### src/rtl/escape_sequence_unescaper_defines.svh
// ----------------------------------------------------------------------------
// Escape sequence unescaper - assertion macros
// Shared concurrent assertion forms for the unescaper RTL.
// ----------------------------------------------------------------------------
`ifndef ESCAPE_SEQUENCE_UNESCAPER_DEFINES_SVH
`define ESCAPE_SEQUENCE_UNESCAPER_DEFINES_SVH

// Same-cycle implication, disabled during reset.
`define ESU_ASSERT_IMPL(label, clk, rst_n, ante, cons) \
    label: assert property (@(posedge clk) disable iff (!(rst_n)) (ante) |-> (cons)) \
        else $error("esu assertion failed");

// Next-cycle implication, disabled during reset.
`define ESU_ASSERT_NEXT(label, clk, rst_n, ante, cons) \
    label: assert property (@(posedge clk) disable iff (!(rst_n)) (ante) |=> (cons)) \
        else $error("esu assertion failed");

`endif

### src/rtl/esu_pkg.sv
// ----------------------------------------------------------------------------
// esu_pkg
// Types and constants shared by the escape sequence unescaper modules.
// ----------------------------------------------------------------------------
`default_nettype none

package esu_pkg;

    // Group queue between decoder and serializer
    localparam int Q_DEPTH = 4;
    localparam int Q_PTR_W = $clog2(Q_DEPTH);
    localparam int Q_CNT_W = $clog2(Q_DEPTH + 1);

    // Character codes
    localparam logic [7:0] CH_ESC   = 8'h1B;
    localparam logic [7:0] CH_BEL   = 8'h07;
    localparam logic [7:0] CH_BS    = 8'h08;
    localparam logic [7:0] CH_LF    = 8'h0A;
    localparam logic [7:0] CH_CR    = 8'h0D;
    localparam logic [7:0] CH_TAB   = 8'h09;
    localparam logic [7:0] CH_DEL   = 8'd127;
    localparam logic [7:0] CH_M     = 8'h4D;
    localparam logic [7:0] CH_DASH  = 8'h2D;
    localparam logic [7:0] CH_X_UP  = 8'h58;
    localparam logic [7:0] CH_X_LO  = 8'h78;
    localparam logic [7:0] CH_BSL   = 8'h5C;
    localparam logic [7:0] CH_CARET = 8'h5E;
    localparam logic [7:0] CH_QUEST = 8'h3F;
    localparam logic [7:0] CH_AT    = 8'h40;
    localparam logic [7:0] CASE_GAP = 8'h20;

    typedef enum logic [3:0] {
        PH_START       = 4'd0,
        PH_SAW_M       = 4'd1,
        PH_AFTER_MDASH = 4'd2,
        PH_SKIPWS      = 4'd3,
        PH_PLAIN       = 4'd4,
        PH_BSLASH      = 4'd5,
        PH_OCTAL       = 4'd6,
        PH_CARET       = 4'd7
    } t_phase;

    // Decoded words caused by one input word
    typedef struct packed {
        logic [2:0][7:0] bytes;
        logic [1:0]      cnt;
        logic            last;
    } t_group;

endpackage

`default_nettype wire

### src/rtl/esu_front.sv
// ----------------------------------------------------------------------------
// esu_front
// Decoder: accepts raw words, tracks escape state, emits result groups.
// ----------------------------------------------------------------------------
`default_nettype none

module esu_front import esu_pkg::*; (
    input  wire logic       i_clk,
    input  wire logic       i_rst_n,
    input  wire logic       i_accept,
    input  wire logic [7:0] i_byte,
    input  wire logic       i_last,
    output logic            o_push,
    output t_group          o_group
);

    t_phase          r_phase, n_phase;
    logic [7:0]      r_acc, n_acc;
    logic [1:0]      r_dig, n_dig;
    logic            r_meta, n_meta;
    logic [7:0]      r_last_emit, n_last_emit;

    logic            pre_v;
    logic [7:0]      pre_b;
    logic            do_plain;
    logic [2:0][7:0] e_buf;
    logic [1:0]      e_cnt;
    logic [7:0]      acc2;
    logic [1:0]      dig2;
    logic [7:0]      caret_c;
    logic            is_oct;
    logic            is_ws;

    always_comb begin
        is_oct  = i_byte inside {[8'h30:8'h37]};
        is_ws   = (i_byte == 8'h20) || (i_byte inside {[8'h09:8'h0D]});
        acc2    = {r_acc[4:0], i_byte[2:0]};
        dig2    = r_dig + 2'd1;
        caret_c = i_byte;
        if (i_byte inside {[8'h61:8'h7A]}) begin
            caret_c = i_byte - CASE_GAP;
        end
        if (caret_c == CH_QUEST) begin
            caret_c = CH_DEL;
        end else begin
            caret_c = caret_c - CH_AT;
        end

        n_phase     = r_phase;
        n_acc       = r_acc;
        n_dig       = r_dig;
        n_meta      = r_meta;
        n_last_emit = r_last_emit;
        pre_v       = 1'b0;
        pre_b       = i_byte;
        do_plain    = 1'b0;
        e_buf       = '0;
        e_cnt       = 2'd0;

        case (r_phase)
            PH_START: begin
                if (i_byte == CH_M) n_phase = PH_SAW_M;
                else                do_plain = 1'b1;
            end
            PH_SAW_M: begin
                pre_v = 1'b1;
                if (i_byte == CH_DASH) begin
                    pre_b   = CH_ESC;
                    n_phase = PH_AFTER_MDASH;
                end else begin
                    pre_b    = CH_M;
                    do_plain = 1'b1;
                end
            end
            PH_AFTER_MDASH: begin
                if (i_byte == CH_X_UP || i_byte == CH_X_LO) begin
                    pre_v   = 1'b1;
                    pre_b   = CH_X_LO;
                    n_meta  = 1'b1;
                    n_phase = PH_SKIPWS;
                end else begin
                    do_plain = 1'b1;
                end
            end
            PH_SKIPWS: begin
                if (!is_ws) do_plain = 1'b1;
            end
            PH_BSLASH: begin
                if (is_oct) begin
                    n_acc   = {5'd0, i_byte[2:0]};
                    n_dig   = 2'd1;
                    n_phase = PH_OCTAL;
                end else begin
                    pre_v   = 1'b1;
                    n_phase = PH_PLAIN;
                    case (i_byte)
                        8'h61:        pre_b = CH_BEL;
                        8'h62:        pre_b = CH_BS;
                        8'h65, 8'h45: pre_b = CH_ESC;
                        8'h6E:        pre_b = CH_LF;
                        8'h72:        pre_b = CH_CR;
                        8'h74:        pre_b = CH_TAB;
                        default:      pre_b = i_byte;
                    endcase
                end
            end
            PH_OCTAL: begin
                if (is_oct) begin
                    if (dig2 == 2'd3 || dig2 == 2'd0) begin
                        pre_v   = 1'b1;
                        pre_b   = acc2;
                        n_acc   = 8'd0;
                        n_dig   = 2'd0;
                        n_phase = PH_PLAIN;
                    end else begin
                        n_acc = acc2;
                        n_dig = dig2;
                    end
                end else begin
                    pre_v    = 1'b1;
                    pre_b    = r_acc;
                    n_acc    = 8'd0;
                    n_dig    = 2'd0;
                    do_plain = 1'b1;
                end
            end
            PH_CARET: begin
                pre_v   = 1'b1;
                pre_b   = caret_c;
                n_phase = PH_PLAIN;
            end
            default: begin
                do_plain = 1'b1;
            end
        endcase

        if (pre_v) begin
            e_buf[e_cnt] = pre_b;
            e_cnt        = e_cnt + 2'd1;
            n_last_emit  = pre_b;
        end

        if (do_plain) begin
            if (i_byte == CH_BSL) begin
                n_phase = PH_BSLASH;
            end else if (i_byte == CH_CARET) begin
                n_phase = PH_CARET;
            end else begin
                e_buf[e_cnt] = i_byte;
                e_cnt        = e_cnt + 2'd1;
                n_last_emit  = i_byte;
                n_phase      = PH_PLAIN;
            end
        end

        if (i_last) begin
            // flush a pending octal value or a lone leading M; M-x ends with a CR
            if (n_phase == PH_OCTAL) begin
                e_buf[e_cnt] = n_acc;
                e_cnt        = e_cnt + 2'd1;
                n_last_emit  = n_acc;
            end else if (n_phase == PH_SAW_M) begin
                e_buf[e_cnt] = CH_M;
                e_cnt        = e_cnt + 2'd1;
                n_last_emit  = CH_M;
            end
            if (n_meta && n_last_emit != CH_CR) begin
                e_buf[e_cnt] = CH_CR;
                e_cnt        = e_cnt + 2'd1;
            end
            n_phase     = PH_START;
            n_acc       = 8'd0;
            n_dig       = 2'd0;
            n_meta      = 1'b0;
            n_last_emit = 8'd0;
        end
    end

    assign o_push        = i_accept && (e_cnt != 2'd0);
    assign o_group.bytes = e_buf;
    assign o_group.cnt   = e_cnt;
    assign o_group.last  = i_last;

    always_ff @(posedge i_clk) begin
        if (!i_rst_n) begin
            r_phase     <= PH_START;
            r_acc       <= 8'd0;
            r_dig       <= 2'd0;
            r_meta      <= 1'b0;
            r_last_emit <= 8'd0;
        end else if (i_accept) begin
            r_phase     <= n_phase;
            r_acc       <= n_acc;
            r_dig       <= n_dig;
            r_meta      <= n_meta;
            r_last_emit <= n_last_emit;
        end
    end

endmodule

`default_nettype wire

### src/rtl/esu_queue.sv
// ----------------------------------------------------------------------------
// esu_queue
// Short FIFO of result groups between decoder and serializer.
// ----------------------------------------------------------------------------
`default_nettype none

module esu_queue import esu_pkg::*; (
    input  wire logic   i_clk,
    input  wire logic   i_rst_n,
    input  wire logic   i_push,
    input  t_group      i_group,
    input  wire logic   i_pop,
    output t_group      o_head,
    output logic        o_empty,
    output logic        o_full
);

    t_group               r_mem [Q_DEPTH];
    logic [Q_PTR_W-1:0]   r_wr, r_rd;
    logic [Q_CNT_W-1:0]   r_cnt, n_cnt;
    logic                 do_push, do_pop;

    assign o_empty = (r_cnt == Q_CNT_W'(0));
    assign o_full  = (r_cnt == Q_CNT_W'(Q_DEPTH));
    assign do_push = i_push && !o_full;
    assign do_pop  = i_pop && !o_empty;
    assign o_head  = r_mem[r_rd];

    always_comb begin
        n_cnt = r_cnt;
        if (do_push && !do_pop)      n_cnt = r_cnt + Q_CNT_W'(1);
        else if (do_pop && !do_push) n_cnt = r_cnt - Q_CNT_W'(1);
    end

    always_ff @(posedge i_clk) begin
        if (!i_rst_n) begin
            r_wr  <= '0;
            r_rd  <= '0;
            r_cnt <= '0;
        end else begin
            if (do_push) r_wr <= r_wr + Q_PTR_W'(1);
            if (do_pop)  r_rd <= r_rd + Q_PTR_W'(1);
            r_cnt <= n_cnt;
        end
    end

    always_ff @(posedge i_clk) begin
        if (do_push) r_mem[r_wr] <= i_group;
    end

endmodule

`default_nettype wire

### src/rtl/esu_back.sv
// ----------------------------------------------------------------------------
// esu_back
// Serializer: sends the head group's words one per cycle unless stalled.
// ----------------------------------------------------------------------------
`default_nettype none

module esu_back import esu_pkg::*; (
    input  wire logic   i_clk,
    input  wire logic   i_rst_n,
    input  t_group      i_head,
    input  wire logic   i_empty,
    input  wire logic   i_stall,
    output logic        o_pop,
    output logic        o_valid,
    output logic [7:0]  o_byte,
    output logic        o_run_end,
    output logic        o_string_end
);

    logic [1:0] r_idx;
    logic       is_final;
    logic       take;

    assign o_valid      = !i_empty;
    assign o_byte       = i_head.bytes[r_idx];
    assign is_final     = (r_idx == (i_head.cnt - 2'd1));
    assign o_run_end    = is_final;
    assign o_string_end = is_final && i_head.last;
    assign take         = o_valid && !i_stall;
    assign o_pop        = take && is_final;

    always_ff @(posedge i_clk) begin
        if (!i_rst_n) begin
            r_idx <= 2'd0;
        end else if (take) begin
            r_idx <= is_final ? 2'd0 : r_idx + 2'd1;
        end
    end

endmodule

`default_nettype wire

### src/rtl/escape_sequence_unescaper.sv
// ----------------------------------------------------------------------------
// escape_sequence_unescaper
// Decodes M-, backslash, octal and caret escapes from a byte stream.
// ----------------------------------------------------------------------------
// Usage:
//   Input channel: i_in_valid / o_in_stall carry one raw word (i_in_byte)
//   plus i_in_last, which marks the final word of a string. A word is taken
//   on a rising edge with i_in_valid high and o_in_stall low.
//   Output channel: o_out_valid / i_out_stall carry one decoded word with
//   o_out_run_end (last word caused by one input word) and o_out_string_end
//   (final decoded word of the string).
//   Path: the decoded group enters the queue as the input word is taken.
//   Throughput, set by the single output port of the serializer: one
//   input word per cycle while each causes at most one output word and
//   no output stall; an input's N words (N up to 3) take the output in turn.
//   A four-group queue sits between decoder and serializer, so input keeps
//   flowing while output words wait. Words causing no output use no slot.
//   Receiver stall: the output word holds; once the queue fills, o_in_stall
//   rises. Reset (synchronous, active low) empties the queue and returns
//   the decoder to start-of-string.
// ----------------------------------------------------------------------------
`default_nettype none

`include "escape_sequence_unescaper_defines.svh"

module escape_sequence_unescaper import esu_pkg::*; (
    input  wire logic       i_clk,
    input  wire logic       i_rst_n,
    input  wire logic       i_in_valid,
    output logic            o_in_stall,
    input  wire logic [7:0] i_in_byte,
    input  wire logic       i_in_last,
    output logic            o_out_valid,
    input  wire logic       i_out_stall,
    output logic [7:0]      o_out_byte,
    output logic            o_out_run_end,
    output logic            o_out_string_end
);

    logic   in_accept;
    logic   push;
    t_group push_group;
    t_group head;
    logic   q_empty;
    logic   q_full;
    logic   pop;

    // full queue blocks input; no bypass from output stall
    assign o_in_stall = q_full;
    assign in_accept  = i_in_valid && !q_full;

    // front: classify the word, update escape state, build group
    esu_front u_front (
        .i_clk    (i_clk),
        .i_rst_n  (i_rst_n),
        .i_accept (in_accept),
        .i_byte   (i_in_byte),
        .i_last   (i_in_last),
        .o_push   (push),
        .o_group  (push_group)
    );

    esu_queue u_queue (
        .i_clk   (i_clk),
        .i_rst_n (i_rst_n),
        .i_push  (push),
        .i_group (push_group),
        .i_pop   (pop),
        .o_head  (head),
        .o_empty (q_empty),
        .o_full  (q_full)
    );

    // back: serialize head group onto the output channel
    esu_back u_back (
        .i_clk        (i_clk),
        .i_rst_n      (i_rst_n),
        .i_head       (head),
        .i_empty      (q_empty),
        .i_stall      (i_out_stall),
        .o_pop        (pop),
        .o_valid      (o_out_valid),
        .o_byte       (o_out_byte),
        .o_run_end    (o_out_run_end),
        .o_string_end (o_out_string_end)
    );

    // queued groups always carry at least one word
    `ESU_ASSERT_IMPL(a_head_nonempty, i_clk, i_rst_n, !q_empty, head.cnt != 2'd0)
    // string end only on the closing word of a group
    `ESU_ASSERT_IMPL(a_end_in_run, i_clk, i_rst_n, o_out_valid && o_out_string_end,
                     o_out_run_end)
    // decoder never pushes into a full queue
    `ESU_ASSERT_IMPL(a_no_push_full, i_clk, i_rst_n, push, !q_full)
    // a taken non-final word leaves the queue occupied
    `ESU_ASSERT_NEXT(a_run_stays, i_clk, i_rst_n,
                     o_out_valid && !i_out_stall && !o_out_run_end, o_out_valid)

endmodule

`default_nettype wire
### config.mk
export PLATFORM = sky130hd
export DESIGN_NAME = escape_sequence_unescaper
export DESIGN_NICKNAME = d
export VERILOG_FILES = /design/src/rtl/esu_pkg.sv /design/src/rtl/esu_front.sv /design/src/rtl/esu_queue.sv /design/src/rtl/esu_back.sv /design/src/rtl/escape_sequence_unescaper.sv
export VERILOG_INCLUDE_DIRS = /design/src /design/src/rtl
export SDC_FILE = /design/constraint.sdc
export NUM_CORES = 1
export LEC_CHECK = 0
export ABC_AREA = 1
export BUFFER_PORTS_ARGS = -buffer_cell sky130_fd_sc_hd__buf_4
export CAP_MARGIN = 20
export CORE_ASPECT_RATIO = 0.9
export CORE_MARGIN = 4
export CORE_UTILIZATION = 65
export CTS_BUF_LIST = sky130_fd_sc_hd__clkbuf_8
export DETAILED_ROUTE_END_ITERATION = 8
export PLACE_DENSITY = 0.91
export REMOVE_ABC_BUFFERS = 1
export SYNTH_ARGS = -nofsm -noshare
export SYNTH_HDL_FRONTEND = slang
export SYNTH_SLANG_ARGS = --single-unit
### constraint.sdc
create_clock -name i_clk -period 14.3 [get_ports i_clk]
set_input_delay 0.715 -clock i_clk [delete_from_list [all_inputs] [get_ports i_clk]]
set_output_delay 0.715 -clock i_clk [all_outputs]
set_load 0.02 [all_outputs]
; ---- Yosys cells after proc, flatten, opt, wreduce, memory -nomap -nowiden
; Memories as Yosys holds them, arrays and structs flattened. A register that Yosys moved wholly into a read port is not among the register bits.
; Cells that the tools add are included.
[totals]
regBits = 32
ramBits = 108
input_bits = 13
output_inout_bits = 12
word_cells = 189
memories = 1
[classes]
n_addsub = 12
n_lt_le_gt_ge = 13
n_eq_ne = 28
muxes = 86
bitwise_logic = 6
reduce_logical = 34
[mem_list]
columns = name, words, word_bits, read_ports, rd_clocked_by_memory_dff, wr, line
row1 = u_queue.r_mem, 4, 27, 1, 1, 1, esu_queue.sv:18  ; t_group r_mem [Q_DEPTH];
[ops]
columns = op, count
row1 = 2-to-1 mux 24 bit, 8
row2 = 2-to-1 mux 8 bit, 23
row3 = "equality test 8 x 7 -> 1 bit, second input constant", 12
row4 = bitwise mux 24 bit, 2
row5 = demux 8 bit (select 2 bit), 3
row6 = one-hot mux 8 bit (6 select lines), 1
row7 = one-hot mux 8 bit (5 select lines), 1
row8 = 2-to-1 mux 2 bit, 17
row9 = 2-to-1 mux 4 bit, 8
row10 = "equality test 8 x 6 -> 1 bit, second input constant", 3
row11 = one-hot mux 4 bit (6 select lines), 1
row12 = binary-select mux 8 bit (select 2 bit), 1
row13 = "equality test 4 x 3 -> 1 bit, second input constant", 4
row14 = logical AND 1 bit, 16
row15 = one-hot mux 8 bit (2 select lines), 1
row16 = bitwise AND 15 bit, 1
row17 = NOT 15 bit, 1
row18 = 2-to-1 mux 1 bit, 14
row19 = "adder 2 x 1 -> 2 bit, second input constant", 6
row20 = bitwise AND 12 bit, 1
row21 = NOT 12 bit, 1
row22 = OR 12 bit, 1
row23 = "< comparator 2 x 3 -> 1 bit, second input constant", 3
row24 = OR 9 bit, 1
row25 = other kinds (36), 49

; ---- Depth between registers and ports, before layout
; Gate-level depths: netlist of the first run.
[logic_depth]
word_depth = 25
mapped_depth = 36
depth_no_buf = 35

; ---- By module
; From an unflattened synthesis of the first run, not the netlist that was laid out.
[unflattened]
cells_unflattened = 996
area_unflattened_um2 = 8221.6
[by_module_without_submodules]
columns = mod, instances, cells_per_inst, area_per_inst_um2, seq_area_each_um2
row1 = esu_queue, 1, 331, 4550.6, 3423.3
row2 = esu_front, 1, 602, 3260.6, 460.4
row3 = esu_back, 1, 61, 400.4, 40.0
row4 = escape_sequence_unescaper, 1, 2, 10.0, 0.0

; ---- Worst setup path after synthesis of the first run
; No wires, ideal clock.
[synth_timing]
path_kind = input to register
start = in i_in_byte[0]
end = mem u_queue.r_mem[0][0] (netlist bit), enable pin
setup_ps = 411
arrival_time_ps = 4532
t_required_ps = 13889
path_slack_ps = 9357
path_stages = 22
path_buffers = 3
path_cell_list = buf_2 > inv_2 > nand2_2 > nor2_1 > nand3_1 > nand2_1 > inv_1 > nand2_1 > buf_4 > buf_4 > ha_1 > o21ai_2 > ha_1 > a21oi_1 > ha_1 > nand3_1 > nand3_1 > nand2_2 > inv_2 > nand2_2 > nand2_4 > nor2_1
[synth_lines]
columns = element, line
row1 = from (decl), escape_sequence_unescaper.sv:31  ; input wire logic [7:0] i_in_byte,
row2 = to (decl), esu_queue.sv:18

==> summary.txt, run 1 <==
Clocking
  – CTS root buf: clkbuf_8
  – Clock sink count: ~140
  – CTS tree: yes
  – H-tree depth: 4
  – Clock buffer depth: 2
  – Post-CTS Repair Setup Buffers: 0
  – Skew-Pair Late Insertion Delay: 0.46 ns
  – Worst-path clk slew: 0.08 ns
  – Post-CTS Hold Buffers: 0
  – Post_cts resized: 0
  – Num CTS Buffers: 17

Timing
  – Setup TNS: 0 ns
  – Slew HR: 43.6%
  – Final period util: 35.2%
  – WHS: 0.468 ns
  – Setup-failing EPs final: 0
  – Final WS setup: a little over 9 ns
  – Pins Over Slew Limit: 0
  – Achievable Freq: 199 MHz
  – RSZ-0062 raised after global routing: no
  – Final hold viol count: 0
  – Slew @ Worst Pin: 0.845 ns
  – Setup Skew: 0.0147 ns
  – Tmin final: 5.03 ns

Synthesis
  – Synth unique cells: 54
  – Leading area contributor after synthesis: edfxtp_1
  – Post-Syn Area: 8100 µm²
  – Post-synth EDFFs: 108
  – Syn_area_per_cell: 8.24 µm²
  – Fraction of registers with async set/reset: 0%
  – Warnings, synthesis: 0
  – Synthesized flop and latch total: 142
  – Synth top area cells: edfxtp_1, nand2_1, dfxtp_1
  – Mapped Cells: 982
  – Prevailing post-synth register cell: edfxtp_1
  – Register area share after synthesis: about 48%
  – Post-synth top area share: about two fifths

Route
  – Iteration-0 DRC count of the detailed router: 810
  – Wire length per cell: 19.1 µm
  – Remaining antenna violation count after routing: 0
  – DRT Wirelength: ~22 mm
  – Via Count: 7234
  – Via density per instance: about 6.2
  – 1st-pass router iterations: 6
  – Drt drc: 0

Final layout
  – # nets final: 1026
  – Design Area, Final: 8730 µm²
  – Share of cells above drive strength 1: 13.3%
  – Fillers: 934
  – Ant diodes: 0
  – Most common cell after layout, fill and taps aside: nand2_1
  – Commonest non-fill, non-tap cells in the layout: nand2_1, nor2_1, edfxtp_1, o21ai_0, inv_1
  – Synth-to-Final Area Change: 7.88%

Floorplanning
  – Die W: ~130 µm
  – IO Count: 25
  – Die ar.: 14300 µm²
  – Die height: 114 µm
  – Row count: 38
  – Initial Utilization: 66.8%
  – Core Box Area: 12100 µm²

Power
  – Overall power: 1140 µW
  – Lkg Pwr: 0.00346 µW
  – Pwr/cell area: 130 nW/µm²
  – Worst VDD drop: 0.110 mV

Flow run
  – Max-Cap Viols: 0

Hold path
  – Hold crit path type: reg2reg
  – Worst hold start: u_front.r_last_emit[2]

Status
  – Status: finished, final reports clean

Worst setup path
  – Setup CP Type: reg2reg
  – Crit path max fanout: 21
  – Cell mode on critical path: ha_1
  – CP Capture Type: flop
  – Crit path from: u_front.r_dig[0]
  – R2r startpoint: u_front.r_dig[0]
  – Largest stage delay, worst path: 0.47 ns
  – Crit path required time: about 15 ns
  – Startpoint Class: flop
  – CP max-delay cell: ha_1
  – Critical Path AT: 5.42 ns

GRT
  – Global-route wire length before repair: about 35 mm
  – Total congestion overflow: 0
  – Vias in the first global route: just under 7000
  – Initial antenna violation count: 0
  – Largest net degree at the start of global routing: 56
  – GRT Total Usage: a little under a third

Placed design
  – I/O Buffers: 24
  – DP HPWL: 15.8 mm
  – Final RePlAce weighted congestion: 1.00
  – Area post-placement: 8370 µm²
  – Dpl ws: slightly above 9 ns
[logic make-up after synthesis]
group           count (synthesis)  share of synthesized area [%]
compound gates                211                           15.7
xor+xnor                        2                          0.216
fa+ha+maj                      18                           2.87
buf+inv                       138                           6.72
flops                         142                           48.5
simple gates                  471                           26.0
[path summary, 6_finish.rpt]
path	to	slack (ns)	depth (start not counted)
setup reg to reg	u_queue.r_cnt[2]	9.27	28
hold / removal	u_front.r_last_emit[2]	0.47	2
hold reg to reg	u_front.r_last_emit[2]	0.47	2
setup / recovery	u_queue.r_cnt[2]	9.27	28
[layout make-up]
| type | count | area (µm²) | share of cell area (%) |
|---|---|---|---|
| Clock buffer | 17 | 234 | 2.68 |
| Clock inverter | 15 | 125 | 1.43 |
| Inverter | 101 | 380 | 4.36 |
| Multi-Input combinational cell | 702 | 3640 | 41.6 |
| Sequential cell | 142 | 3920 | 44.9 |
| Tap cell | 160 | 200 | 2.29 |
| Timing Repair Buffer | 31 | 233 | 2.66 |
[flip-flops by register name, indices dropped and copies added, names as in the netlist, 2 cells and up, named ones only]
register and cells:
u_front.r_phase 4, u_front.r_last_emit 8, u_front.r_dig 2, u_queue.r_cnt 3, u_queue.r_mem 108, u_front.r_acc 8
u_queue.r_rd 2, u_back.r_idx 2, u_queue.r_wr 2
[worst max-delay path: cells and delay by family, from the launching register on]
kind                     cells  cell delay, ns
AO/OA/AOI/OAI                5            0.86
AND/OR/NAND/NOR             12            1.39
adder cells (fa/ha/maj)      6            1.90
buffers and inverters        5            0.40
flip-flops                   1            0.39
[routing by layer]
metal	GRT usage (%)	up-vias	wire, µm
met5	0	-	0
met4	12.4	0	773
met3	5.20	76	2120
met2	52.4	462	10600
met1	41.0	3343	8850
li1	-	3353	-
[synth_stat cells, types with 2 or more instances]
library cell,count
nor2_4,6
buf_4,3
nor3_1,6
nor3b_1,2
clkinv_1,4
nand2_2,14
xor2_1,2
dfxtp_1,34
nor2_8,2
o21ai_0,88
a31oi_1,9
a32o_1,5
a21oi_1,48
nand3_1,48
nand3b_1,2
o211ai_1,6
o22ai_1,19
clkbuf_1,27
nand2_4,5
o21ai_1,2
o21bai_1,2
nor2_2,12
buf_2,5
ha_1,17
nand2_1,225
a22oi_1,2
o221ai_1,16
o31ai_1,2
edfxtp_1,108
or2_1,2
inv_2,16
nand3_2,3
inv_1,80
nor2_1,136
nand4_1,4
nand3_4,2
[power breakdown]
group          switching [µW]  total, µW  internal, µW
Clock                     152        288           135
Combinational             229        341           112
Sequential               21.2        509           488
Total                     403       1140           735
[per-stage QoR]
stage / instances / utilization (%)
after CTS: 1168 / 72.0
after detailed placement: 1136 / 69.1
after global placement: 1136 / 69.1
after floorplan: 945 / -
final: 1168 / 72.0
after global routing: 1168 / 72.0
Power figures use the tool's default switching activity.
==> run 2: changes to the inputs <==
==> constraint.sdc (replaced) <==
create_clock -name i_clk -period 4.8 [get_ports i_clk]
set_input_delay 0.24 -clock i_clk [delete_from_list [all_inputs] [get_ports i_clk]]
set_output_delay 0.24 -clock i_clk [all_outputs]
set_load 0.02 [all_outputs]
==> run 2 against run 1 <==
Against the previous run:
- final cell count is 0.60% higher
- power rose to 3.0 times the previous value
- sequential power rose to 3.0 times the previous value
- clock power grew to 3.2 times the previous value
- design area up 1.2%
- hold slack worse by 0.40 ns
- critical endpoint unchanged
- largest cell class unchanged
==> summary.txt, run 2 (synthesized netlist as in run 1, its figures left out) <==
Final layout
  – Multi-input gate area: 3660 µm² (+0.52%)
  – Commonest non-fill, non-tap cells in the layout: nand2_1, nor2_1, edfxtp_1, o21ai_0, inv_1
  – Ant diodes: 0 (unchanged)
  – Largest register FFs: 108 (unchanged)
  – Share of cells above drive strength 1: 14.2% (+0.89 points)
  – Fillers: 912 (-2.4%)
  – Most common cell after layout, fill and taps aside: nand2_1
  – FF+latch area: 3920 µm² (unchanged)
  – Final Util: 72.9% (+0.87 points)
  – Largest registers: u_queue.r_mem (108), u_front.r_acc (8), u_front.r_last_emit (8)
  – Post-Layout Cell Count: 1175 (+0.60%)
  – # nets final: 1033 (+0.68%)
  – Top reg by flops: u_queue.r_mem
  – Synth-to-Final Area Change: 9.18%

Clocking
  – Skew-Pair Late Insertion Delay: 0.47 ns (about the same)
  – Clock buffer depth: 2 (unchanged)
  – H-tree depth: 4 (unchanged)
  – Worst-path clk slew: 0.09 ns (about the same)
  – CTS root buf: clkbuf_8
  – CTS tree: yes
  – Num CTS Buffers: 17 (unchanged)
  – Clock sink count: 142 (unchanged)

GRT
  – GRT Total Usage: 30.7% (-0.58 points)
  – Largest net degree at the start of global routing: 56 (unchanged)
  – Total congestion overflow: 0 (unchanged)
  – Initial antenna violation count: 0 (unchanged)
  – Vias in the first global route: 6803 (+1.0%)
  – Global-route wire length before repair: 34.4 mm (-2.0%)

Worst setup path
  – Startpoint Class: flop
  – Crit path max fanout: 18 (-14%)
  – CP Capture Type: flop
  – Largest stage delay, worst path: 0.38 ns (-0.09 ns)
  – Cell mode on critical path: inv_1
  – Setup CP Type: reg2reg
  – CP max-delay cell: dfxtp_1
  – Crit path required time: 5.19 ns (-9.50 ns)
  – Critical Path AT: 4.84 ns (-0.58 ns)

Floorplanning
  – Die W: 126 µm (unchanged)
  – Initial Utilization: 66.8% (unchanged)
  – IO Count: 25 (unchanged)
  – Die height: 114 µm (unchanged)
  – Row count: 38 (unchanged)
  – Core Box Area: 12100 µm² (unchanged)
  – Die ar.: 14300 µm² (unchanged)

Placed design
  – I/O Buffers: 24 (unchanged)
  – Dpl ws: 0.398 ns (-8.69 ns)
  – Inst Count DP: 1143 (+0.62%)
  – Final RePlAce weighted congestion: 1.06 (+5.6%)
  – DP HPWL: 14.8 mm (-6.0%)

Timing
  – Setup-failing EPs final: 0 (unchanged)
  – Tmin final: 4.45 ns (-0.579 ns)
  – Final WS setup: 0.350 ns (-8.92 ns)
  – Final period util: 92.7% (+58 points)
  – Slew HR: 38.8% (-4.8 points)
  – Achievable Freq: 225 MHz (+13%)
  – Slew @ Worst Pin: 0.917 ns (+0.0718 ns)
  – Setup TNS: 0 ns (unchanged)
  – Setup Skew: 0.0163 ns (+0.00158 ns)
  – Pins Over Slew Limit: 0 (unchanged)
  – RSZ-0062 raised after global routing: no
  – Final hold viol count: 0 (unchanged)

Route
  – Drt drc: 0 (unchanged)
  – Wire length per cell: 18.3 µm (-4.0%)
  – Iteration-0 DRC count of the detailed router: 811 (+0.12%)
  – DRT Wirelength: 21.6 mm (-3.4%)
  – 1st-pass router iterations: 5 (-1)
  – Via Count: 7238 (+0.055%)
  – Remaining antenna violation count after routing: 0 (unchanged)
  – Via density per instance: 6.16 (-0.54%)

Flow run
  – Max-Cap Viols: 0 (unchanged)

Power
  – Overall power: 3430 µW (+200%)
  – Worst VDD drop: 0.346 mV (+220%)
  – Lkg Pwr: 0.00352 µW (+1.7%)
  – Pwr/cell area: 389 nW/µm² (+200%)

Status
  – Status: finished, final reports clean

Hold path
  – Hold crit path type: in2reg
[run 2: cell count changes in the layout (fill, tap and decap cells not counted), sizes merged]
| cell | before | now |
|---|---|---|
| buf | 31 | 38 |
| clkinv | 12 | 11 |
| clkinvlp | 5 | 2 |
| inv | 98 | 102 |
[run 2: critical path: cells and delay by family, from the launching register on]
family                     cells  cell delay [ns]
AOI/OAI and AO/OA              2             0.18
adders and majority gates      4             1.14
buffers and inverters          7             0.62
and+or+nand+nor               19             2.02
DFF                            1             0.38
[run 2: through the flow]
| stage | hold slack (ns) | instance area (µm²) |
|---|---|---|
| 2_1_floorplan | 0.339 | 7930 |
| 3_3_place_gp | 0.451 | 8430 |
| 3_5_place_dp | 0.458 | 8430 |
| 4_1_cts | 0.0383 | 8810 |
| 5_1_grt | 0.0687 | 8840 |
| 6_report | 0.0631 | 8840 |
[run 2: final timing paths]
check | from | endpoint | slack (ns) | depth (start not counted)
setup / recovery | u_front.r_dig[0] | u_queue.r_cnt[2] | 0.35 | 32
hold / removal | i_rst_n | u_front.r_dig[0] | 0.06 | 3
setup reg to reg | u_front.r_dig[0] | u_queue.r_cnt[2] | 0.35 | 32
hold reg to reg | u_front.r_last_emit[5] | u_front.r_last_emit[5] | 0.47 | 2
[run 2: layer usage]
layer	GRT usage (%)	up-vias	part of all wire, %
li1	-	3370	-
met1	40.0	3354	41
met2	49.4	451	46
met3	7.82	63	9.7
met4	12.8	0	3.5
met5	0	-	0
[run 2: area by class of cell]
type / count / share of cell area [%]
Inverter: 101 / 4.35
Sequential cell: 142 / 44.4
Clock buffer: 17 / 2.65
Tap cell: 160 / 2.27
Multi-Input combinational cell: 702 / 41.4
Clock inverter: 15 / 1.71
Timing Repair Buffer: 38 / 3.27
[run 2: power breakdown]
part	switching (µW)	leakage, µW	internal [µW]
logic	663	0.00205	337
clock network	498	0.000192	424
registers	59.3	0.00128	1450
[run 2: timing repair]
item,4_1_cts,5_1_grt
hold endpoints to repair,0,0
resized for setup,0,6
endpoints found under the setup margin,0,1
hold buffers,0,0
buffers inserted,0,0
